[src/hdl/jar_pkg.sv]
// Shared types and constants for the joint angle restore unit.
// No dependencies; imported by jar_cfg, jar_calc, joint_angle_restore_unit and the bench.
`default_nettype none

package jar_pkg;

    // Configuration port geometry
    localparam int CFG_INDEX_W = 3;
    localparam int CFG_DATA_W  = 32;

    // Register indexes
    localparam logic [CFG_INDEX_W-1:0] REG_ZERO_RAW  = 3'd0;
    localparam logic [CFG_INDEX_W-1:0] REG_KNOWN_POS = 3'd1;
    localparam logic [CFG_INDEX_W-1:0] REG_REVERSE   = 3'd2;
    localparam logic [CFG_INDEX_W-1:0] REG_MIN_POS   = 3'd3;
    localparam logic [CFG_INDEX_W-1:0] REG_MAX_POS   = 3'd4;

    // Status codes
    localparam logic [1:0] STATUS_OK         = 2'd0;
    localparam logic [1:0] STATUS_BAD_CONFIG = 2'd1;
    localparam logic [1:0] STATUS_NO_UNIQUE  = 2'd2;

    // One full turn: 65536 counts, 360000 mdeg
    localparam int TURN_COUNTS_LOG2 = 16;
    localparam int PROD_W           = 36;   // 17-bit delta times 19-bit turn
    localparam int CAND_W           = 34;   // position plus a few turns
    localparam logic signed [PROD_W-1:0] TURN_MDEG_PROD = 36'sd360000;
    localparam logic signed [CAND_W-1:0] TURN_MDEG_CAND = 34'sd360000;

    typedef struct packed {
        logic        [15:0] zero_raw;
        logic signed [31:0] known_position_mdeg;
        logic               reverse;
        logic signed [31:0] min_position_mdeg;
        logic signed [31:0] max_position_mdeg;
    } cfg_t;

    typedef struct packed {
        logic signed [31:0] position_mdeg;
        logic        [1:0]  status;
    } res_t;

endpackage : jar_pkg

`default_nettype wire

[src/hdl/jar_cfg.sv]
// Configuration register file of the joint angle restore unit.
// Depends on jar_pkg for the register indexes and the cfg_t record.
`default_nettype none

module jar_cfg (
    input  wire logic                            aclk,
    input  wire logic                            aresetn,
    input  wire logic                            cfg_wr_en,
    input  wire logic [jar_pkg::CFG_INDEX_W-1:0] cfg_index,
    input  wire logic [jar_pkg::CFG_DATA_W-1:0]  cfg_wdata,
    output jar_pkg::cfg_t                        cfg
);
    import jar_pkg::*;

    cfg_t cfg_reg;
    cfg_t cfg_next;

    // Decode one register write; unknown indexes leave everything alone
    always_comb begin
        cfg_next = cfg_reg;
        if (cfg_wr_en) begin
            unique case (cfg_index)
                REG_ZERO_RAW:  cfg_next.zero_raw            = cfg_wdata[15:0];
                REG_KNOWN_POS: cfg_next.known_position_mdeg = $signed(cfg_wdata);
                REG_REVERSE:   cfg_next.reverse             = cfg_wdata[0];
                REG_MIN_POS:   cfg_next.min_position_mdeg   = $signed(cfg_wdata);
                REG_MAX_POS:   cfg_next.max_position_mdeg   = $signed(cfg_wdata);
                default:       cfg_next = cfg_reg;
            endcase
        end
    end

    always_ff @(posedge aclk) begin
        if (!aresetn) begin
            cfg_reg <= '0;
        end else begin
            cfg_reg <= cfg_next;
        end
    end

    assign cfg = cfg_reg;

endmodule : jar_cfg

`default_nettype wire

[src/hdl/jar_calc.sv]
// Combinational position restore: scale the encoder delta, build five turn
// candidates and pick the one inside the allowed window. Depends on jar_pkg.
`default_nettype none

module jar_calc (
    input  wire logic [15:0]   raw_angle,
    input  wire jar_pkg::cfg_t cfg,
    output jar_pkg::res_t      res
);
    import jar_pkg::*;

    logic        [15:0]              delta;
    logic signed [16:0]              sdelta;
    logic signed [PROD_W-1:0]        prod;
    logic signed [PROD_W-1:0]        prod_biased;
    logic signed [PROD_W-TURN_COUNTS_LOG2-1:0] scaled;
    logic signed [CAND_W-1:0]        known_w;
    logic signed [CAND_W-1:0]        lo_w;
    logic signed [CAND_W-1:0]        hi_w;
    logic signed [CAND_W-1:0]        span;
    logic signed [CAND_W-1:0]        base;
    logic signed [CAND_W-1:0]        cand [5];
    logic        [4:0]               fits;
    logic signed [CAND_W-1:0]        found;
    logic                            bad_cfg;

    // Signed delta from the zero reading, half turn reads as negative before the reverse flip
    assign delta  = raw_angle - cfg.zero_raw;
    assign sdelta = cfg.reverse ? -{delta[15], delta} : {delta[15], delta};

    // Scale to mdeg; bias negative products so the shift truncates toward zero
    assign prod        = {{(PROD_W-17){sdelta[16]}}, sdelta} * TURN_MDEG_PROD;
    assign prod_biased = prod + {{(PROD_W-TURN_COUNTS_LOG2){1'b0}},
                                 {TURN_COUNTS_LOG2{prod[PROD_W-1]}}};
    assign scaled      = prod_biased[PROD_W-1:TURN_COUNTS_LOG2];

    assign known_w = {{(CAND_W-32){cfg.known_position_mdeg[31]}}, cfg.known_position_mdeg};
    assign lo_w    = {{(CAND_W-32){cfg.min_position_mdeg[31]}}, cfg.min_position_mdeg};
    assign hi_w    = {{(CAND_W-32){cfg.max_position_mdeg[31]}}, cfg.max_position_mdeg};
    assign span    = hi_w - lo_w;
    assign base    = known_w + {{(CAND_W-$bits(scaled)){scaled[$bits(scaled)-1]}}, scaled};

    // Window must hold the known position and be narrower than one turn
    assign bad_cfg = (lo_w > known_w) || (known_w > hi_w) || (span >= TURN_MDEG_CAND);

    // Candidates base - 2 turns .. base + 2 turns
    always_comb begin
        cand[0] = base - (TURN_MDEG_CAND <<< 1);
        cand[1] = base - TURN_MDEG_CAND;
        cand[2] = base;
        cand[3] = base + TURN_MDEG_CAND;
        cand[4] = base + (TURN_MDEG_CAND <<< 1);
        found   = '0;
        for (int k = 0; k < 5; k++) begin
            fits[k] = (cand[k] >= lo_w) && (cand[k] <= hi_w);
            if (fits[k]) begin
                found = found | cand[k];
            end
        end
    end

    // Status and position, zero position on any error
    always_comb begin
        priority if (bad_cfg) begin
            res.status        = STATUS_BAD_CONFIG;
            res.position_mdeg = '0;
        end else if ($countones(fits) != 1) begin
            res.status        = STATUS_NO_UNIQUE;
            res.position_mdeg = '0;
        end else begin
            res.status        = STATUS_OK;
            res.position_mdeg = found[31:0];
        end
    end

endmodule : jar_calc

`default_nettype wire

[src/hdl/joint_angle_restore_unit.sv]
// Top level of the joint angle restore unit: stream ports, input and result
// registers. Depends on jar_pkg, jar_cfg and jar_calc.
`default_nettype none

// Restores an absolute joint position in millidegrees from one single-turn
// 16-bit encoder reading. One reading is taken per cycle unless m_tready
// holds the pipeline: the reading lands in an input register, and one
// combinational pass (delta, constant scale, five turn candidates, window
// test) feeds the result register, which drives the result port. Sustained
// rate is one item per cycle, limited only by m_tready. Status 0 is ok, 1 a
// bad window configuration, 2 no unique candidate; the position is zero
// whenever status is nonzero. Registers are written through
// cfg_wr_en/cfg_index/cfg_wdata; the user must do so only while no request
// is in flight, and the block itself does not enforce this.
module joint_angle_restore_unit (
    input  wire logic                            aclk,
    input  wire logic                            aresetn,
    // configuration write port
    input  wire logic                            cfg_wr_en,
    input  wire logic [jar_pkg::CFG_INDEX_W-1:0] cfg_index,
    input  wire logic [jar_pkg::CFG_DATA_W-1:0]  cfg_wdata,
    // input stream
    input  wire logic                            s_tvalid,
    output logic                                 s_tready,
    input  wire logic [15:0]                     s_tdata,   // [15:0] raw_angle
    // result stream
    output logic                                 m_tvalid,
    input  wire logic                            m_tready,
    output logic [31:0]                          m_tdata,   // [31:0] position_mdeg
    output logic [1:0]                           m_tuser    // [1:0] status
);
    import jar_pkg::*;

    cfg_t        cfg;
    res_t        calc_res;
    logic        in_valid_reg;
    logic        in_valid_next;
    logic [15:0] raw_reg;
    logic        out_valid_reg;
    logic        out_valid_next;
    res_t        res_reg;
    logic        out_adv;

    jar_cfg u_cfg (
        .aclk      (aclk),
        .aresetn   (aresetn),
        .cfg_wr_en (cfg_wr_en),
        .cfg_index (cfg_index),
        .cfg_wdata (cfg_wdata),
        .cfg       (cfg)
    );

    jar_calc u_calc (
        .raw_angle (raw_reg),
        .cfg       (cfg),
        .res       (calc_res)
    );

    // Two-register pipeline; each stage moves when the one after it has room
    assign out_adv        = !out_valid_reg || m_tready;
    assign s_tready       = !in_valid_reg || out_adv;
    assign in_valid_next  = s_tready ? s_tvalid : in_valid_reg;
    assign out_valid_next = out_adv ? in_valid_reg : out_valid_reg;

    always_ff @(posedge aclk) begin
        if (!aresetn) begin
            in_valid_reg  <= 1'b0;
            out_valid_reg <= 1'b0;
        end else begin
            in_valid_reg  <= in_valid_next;
            out_valid_reg <= out_valid_next;
        end
    end

    // Payload registers
    always_ff @(posedge aclk) begin
        if (s_tvalid && s_tready) begin
            raw_reg <= s_tdata;
        end
        if (out_adv && in_valid_reg) begin
            res_reg <= calc_res;
        end
    end

    assign m_tvalid = out_valid_reg;
    assign m_tdata  = res_reg.position_mdeg;
    assign m_tuser  = res_reg.status;

`ifndef ASSERT_OFF
    // Any error status carries a zero position
    a_err_zero_pos: assert property (@(posedge aclk) disable iff (!aresetn)
        (m_tvalid && (m_tuser != STATUS_OK)) |-> (m_tdata == 32'd0))
        else $error("error status with nonzero position");

    // An ok result lies inside the configured window
    a_ok_in_window: assert property (@(posedge aclk) disable iff (!aresetn)
        (m_tvalid && (m_tuser == STATUS_OK)) |->
        (($signed(m_tdata) >= cfg.min_position_mdeg) &&
         ($signed(m_tdata) <= cfg.max_position_mdeg)))
        else $error("ok result outside position window");

    // A held input request moves to the result register when it has room
    a_stage_advance: assert property (@(posedge aclk) disable iff (!aresetn)
        (in_valid_reg && out_adv) |=> m_tvalid)
        else $error("input request lost between stages");

    // Only defined status codes leave the block
    a_status_code: assert property (@(posedge aclk) disable iff (!aresetn)
        m_tvalid |-> ((m_tuser == STATUS_OK) || (m_tuser == STATUS_BAD_CONFIG) ||
                      (m_tuser == STATUS_NO_UNIQUE)))
        else $error("undefined status code");
`endif

endmodule : joint_angle_restore_unit

`default_nettype wire

[config.mk]
export PLATFORM = sky130hd
export DESIGN_NAME = joint_angle_restore_unit
export DESIGN_NICKNAME = d
export VERILOG_FILES = /design/src/hdl/jar_pkg.sv /design/src/hdl/jar_cfg.sv /design/src/hdl/jar_calc.sv /design/src/hdl/joint_angle_restore_unit.sv
export SDC_FILE = /design/constraint.sdc
export NUM_CORES = 1
export LEC_CHECK = 0
export ABC_AREA = 1
export BUFFER_PORTS_ARGS = -buffer_cell sky130_fd_sc_hd__buf_2
export CORE_MARGIN = 1
export CORE_UTILIZATION = 30
export CTS_BUF_LIST = sky130_fd_sc_hd__clkbuf_8
export CTS_CLUSTER_DIAMETER = 40
export DETAILED_ROUTE_END_ITERATION = 6
export SLEW_MARGIN = 15
export SYNTH_ARGS = -nofsm -noshare
export SYNTH_HDL_FRONTEND = slang
export SYNTH_SLANG_ARGS = --single-unit
export TNS_END_PERCENT = 20
[constraint.sdc]
create_clock -name aclk -period 19.7 [get_ports aclk]
set_input_delay 4.925 -clock aclk [delete_from_list [all_inputs] [get_ports aclk]]
set_output_delay 4.925 -clock aclk [all_outputs]
set_load 0.05 [all_outputs]
==> results.sh <==
export IMPL_dominantRegCellSynth="sky130_fd_sc_hd__dfxtp_1"
export IMPL_synth_edf_count=50
export IMPL_synth_top_area_share_pct=22.8
export IMPL_buffer_ports_inserted=91
export IMPL_gr_usage_all_layers_pct=23.0
export IMPL_start_util_pct=30.2
export IMPL_fin_crit_ps=17760
export IMPL_fin_crit_sh_pct=90.1
export IMPL_synth_sequential_area_ratio_pct=12.8
export IMPL_ctsLongestPathBuffers=2
export IMPL_cpMostUsedCell="sky130_fd_sc_hd__nand2_1"
export IMPL_place_area_um2=31800
export IMPL_fin_nets=5201
export IMPL_min_from="u_cfg.cfg[100]"
export IMPL_worst_endpoint_arrival_ps=18040
export IMPL_drt_vias_per_instance=5.24
export IMPL_cts_resized=0
export IMPL_cts_htree_levels=4
export IMPL_crit_fanout=32
export IMPL_num_rows=115
export IMPL_fin_skew_ps=32.2
export IMPL_timing_setup_critical_path_class="reg -> reg"
export IMPL_critical_path_required_ps=19980
export IMPL_maxCapViolCount=0
export IMPL_syn_inst=4406
export IMPL_finalSetupTns_ps=0
export IMPL_floorplan_core_area_um2=98300
export IMPL_syn_nets=5112
export IMPL_final_setup_viol_count=0
export IMPL_filler_cell_count=10700
export IMPL_numClockSinks=165
export IMPL_hold_buffers=0
export IMPL_avgSynthCellArea_um2=6.75
export IMPL_count_of_nets_left_with_antenna_violations_after_detail_routing=0
export IMPL_largest_reg_flops=113
export IMPL_critical_path_endpoint_type="flop"
export IMPL_synth_largest_area_cell="sky130_fd_sc_hd__ha_1"
export IMPL_r2r_start="raw_reg[0]"
export IMPL_slew_headroom_pct=24.5
export IMPL_hold_violations=0
export IMPL_grt_pass1_vias=28600
export IMPL_design_area_um2=32200
export IMPL_min_delay_path_depth=2
export IMPL_crit_path_max_incr_delay_ps=860
export IMPL_post_cts_setup_buffer_count=0
export IMPL_grt_first_pass_wirelength_um=174000
export IMPL_slew_viol_final=0
export IMPL_drt_first_iter_violations=3216
export IMPL_die_h_um=317
export IMPL_drt_pass1_iter_count=7
export IMPL_achievable_frequency_mhz=56.3
export IMPL_rsz0062_at_grt="no"
export IMPL_regToRegSetupSlack_ps=1940
export IMPL_detailed_placement_hpwl_um=96900
export IMPL_yosys_register_bits=165
export IMPL_synth_async_sr_flop_share_pct=0
export IMPL_cts_buffers=17
export IMPL_largest_net_degree_at_the_start_of_global_routing=115
export IMPL_final_wirelength_um=115000
export IMPL_grt_remaining_overflow=0
export IMPL_tritoncts="built"
export IMPL_synth_cell_area_um2=29700
export IMPL_worst_setup_path_start_kind="flop"
export IMPL_worstHoldEndpoint="u_cfg.cfg[100]"
export IMPL_worst_path_max_delay_cell="sky130_fd_sc_hd__inv_1"
export IMPL_place_congestion=1.04
export IMPL_full_die_area_um2=100000
export IMPL_worstSkewPairLatency_ps=570
export IMPL_timing_rr_end="m_tdata[14]"
export IMPL_netlist_cell_type_count=57
export IMPL_hold_class="reg -> reg"
export IMPL_layout_drive_gt1_share_pct=7.87
export IMPL_routedWlPerCell_um=19.9
export IMPL_dr_total_vias=30400
export IMPL_violations="design-rule violations"
export IMPL_drc_violations=8
export IMPL_rr_worst_depth=80
export IMPL_netlist_top_cells_area="sky130_fd_sc_hd__ha_1 (23%), sky130_fd_sc_hd__nand2_1 (12%), sky130_fd_sc_hd__inv_1 (8.8%)"
export IMPL_io_pins=92
export IMPL_grt_antenna_before_repair=3
export IMPL_clk_pin_slew_worst_paths_ps=130
export IMPL_yosysWarnings=0
export IMPL_die_width_um=317
export IMPL_status="finished, violations left"
export IMPL_tightestPinTransition_ps=1130
export IMPL_cts_root_buffer_cell="sky130_fd_sc_hd__clkbuf_8"
export IMPL_synthToLayoutAreaGrowth_pct=8.39
[per-layer routing]
layer | part of all wire (%) | track usage, % | wire, um | vias up
li1 | - | - | - | 14700
met1 | 44 | 30.9 | 51000 | 14200
met2 | 44 | 37.2 | 50500 | 1223
met3 | 7.3 | 2.59 | 8450 | 245
met4 | 4.7 | 9.95 | 5440 | 2
met5 | 0.010 | 0 | 12 | -
[kinds of logic (layout without fill, tap and decap cells)]
kind of cell	after synthesis	in the layout	share of synthesized area, %
adder cells (fa/ha/maj)	650	650	30.1
XOR/XNOR	142	142	4.56
AO/OA/AOI/OAI	769	769	13.9
other	0	1	0
buffers and inverters	782	884	10.0
AND/OR/NAND/NOR	1898	1898	28.7
flip-flops	165	165	12.8
[placed cells by master (no fill, tap or decap), types with 23 or more instances in the layout]
cell type                  netlist  layout
sky130_fd_sc_hd__nor2_2         23      23
sky130_fd_sc_hd__inv_2          24      25
sky130_fd_sc_hd__inv_1         694     695
sky130_fd_sc_hd__fa_1          109     109
sky130_fd_sc_hd__nor3_1         54      54
sky130_fd_sc_hd__buf_2           9      91
sky130_fd_sc_hd__dfxtp_1       115     115
sky130_fd_sc_hd__xor2_1        108     108
sky130_fd_sc_hd__a21oi_1       403     402
sky130_fd_sc_hd__nand2_2        69      69
sky130_fd_sc_hd__nor2_1        328     328
sky130_fd_sc_hd__edfxtp_1       50      50
sky130_fd_sc_hd__nand3_1       248     246
sky130_fd_sc_hd__nand2_1       954     954
sky130_fd_sc_hd__buf_4           2      31
sky130_fd_sc_hd__o21ai_0       258     258
sky130_fd_sc_hd__ha_1          541     541
sky130_fd_sc_hd__nand4_1       109     109
[worst max path at each step]
| stage | from | endpoint | slack [ps] | cells past startpoint |
|---|---|---|---|---|
| finish | raw_reg[0] | m_tdata[14] | 1940 | 80 |
| global placement | raw_reg[0] | m_tdata[21] | 2500 | 79 |
| detailed placement | raw_reg[0] | m_tdata[14] | 2410 | 78 |
| global route | raw_reg[0] | m_tdata[14] | 890 | 78 |
| CTS | raw_reg[0] | m_tdata[14] | 2310 | 79 |
| floorplan | raw_reg[0] | m_tdata[16] | 5800 | 83 |
[stage by stage]
| step | cells | util (%) | hold slack, ps | setup slack, ps |
|---|---|---|---|---|
| floorplan | 4406 | - | 435 | 5800 |
| global placement | 5763 | 32.4 | 450 | 2500 |
| detailed placement | 5763 | 32.4 | 456 | 2410 |
| CTS | 5795 | 32.8 | 474 | 2310 |
| global route | 5796 | 32.8 | 500 | 892 |
| finish | 5796 | 32.8 | 469 | 1940 |
[synth_stat cells, types with 3 or more instances]
| master | count |
|---|---|
| sky130_fd_sc_hd__a211oi_1 | 9 |
| sky130_fd_sc_hd__a21boi_0 | 7 |
| sky130_fd_sc_hd__a21boi_1 | 3 |
| sky130_fd_sc_hd__a21o_1 | 15 |
| sky130_fd_sc_hd__a21oi_1 | 403 |
| sky130_fd_sc_hd__a21oi_2 | 5 |
| sky130_fd_sc_hd__a31oi_1 | 6 |
| sky130_fd_sc_hd__and2_1 | 21 |
| sky130_fd_sc_hd__and3_1 | 4 |
| sky130_fd_sc_hd__buf_2 | 9 |
| sky130_fd_sc_hd__clkbuf_1 | 38 |
| sky130_fd_sc_hd__clkinv_1 | 10 |
| sky130_fd_sc_hd__dfxtp_1 | 115 |
| sky130_fd_sc_hd__edfxtp_1 | 50 |
| sky130_fd_sc_hd__fa_1 | 109 |
| sky130_fd_sc_hd__ha_1 | 541 |
| sky130_fd_sc_hd__inv_1 | 694 |
| sky130_fd_sc_hd__inv_2 | 24 |
| sky130_fd_sc_hd__nand2_1 | 954 |
| sky130_fd_sc_hd__nand2_2 | 69 |
| sky130_fd_sc_hd__nand2_4 | 10 |
| sky130_fd_sc_hd__nand3_1 | 248 |
| sky130_fd_sc_hd__nand3_2 | 16 |
| sky130_fd_sc_hd__nand3b_1 | 12 |
| sky130_fd_sc_hd__nand4_1 | 109 |
| sky130_fd_sc_hd__nor2_1 | 328 |
| sky130_fd_sc_hd__nor2_2 | 23 |
| sky130_fd_sc_hd__nor2_4 | 9 |
| sky130_fd_sc_hd__nor3_1 | 54 |
| sky130_fd_sc_hd__nor3_2 | 4 |
| sky130_fd_sc_hd__nor4_1 | 22 |
| sky130_fd_sc_hd__o211ai_1 | 13 |
| sky130_fd_sc_hd__o21a_1 | 7 |
| sky130_fd_sc_hd__o21ai_0 | 258 |
| sky130_fd_sc_hd__o21ai_1 | 10 |
| sky130_fd_sc_hd__o21ai_2 | 4 |
| sky130_fd_sc_hd__o21ai_4 | 3 |
| sky130_fd_sc_hd__o21bai_1 | 10 |
| sky130_fd_sc_hd__o22ai_1 | 7 |
| sky130_fd_sc_hd__o31ai_1 | 3 |
| sky130_fd_sc_hd__or2_2 | 9 |
| sky130_fd_sc_hd__xnor2_1 | 19 |
| sky130_fd_sc_hd__xor2_1 | 108 |
| sky130_fd_sc_hd__xor2_2 | 15 |
[cell type report]
type	instances	area, um^2	area share, %
diodes	1	2.50	0.00777
clock buffers	17	234	0.726
clock inverters	15	160	0.497
inverters	730	2750	8.52
multi-input cells	3459	23000	71.3
flip-flops and latches	165	3800	11.8
well taps	1287	1610	5.00
repair buffers	122	688	2.14
[critical path: cells and delay by family (launching register included)]
family	cells	cell delay (ps)
adder cells (fa/ha/maj)	16	6030
XOR/XNOR	3	1510
buffers and inverters	12	2180
AND/OR/NAND/NOR	44	6270
flip-flops	1	390
AO/OA/AOI/OAI	5	990
Power is not shown: default switching activity piles up to over one toggle a cycle in this logic, so the estimate is an artifact.
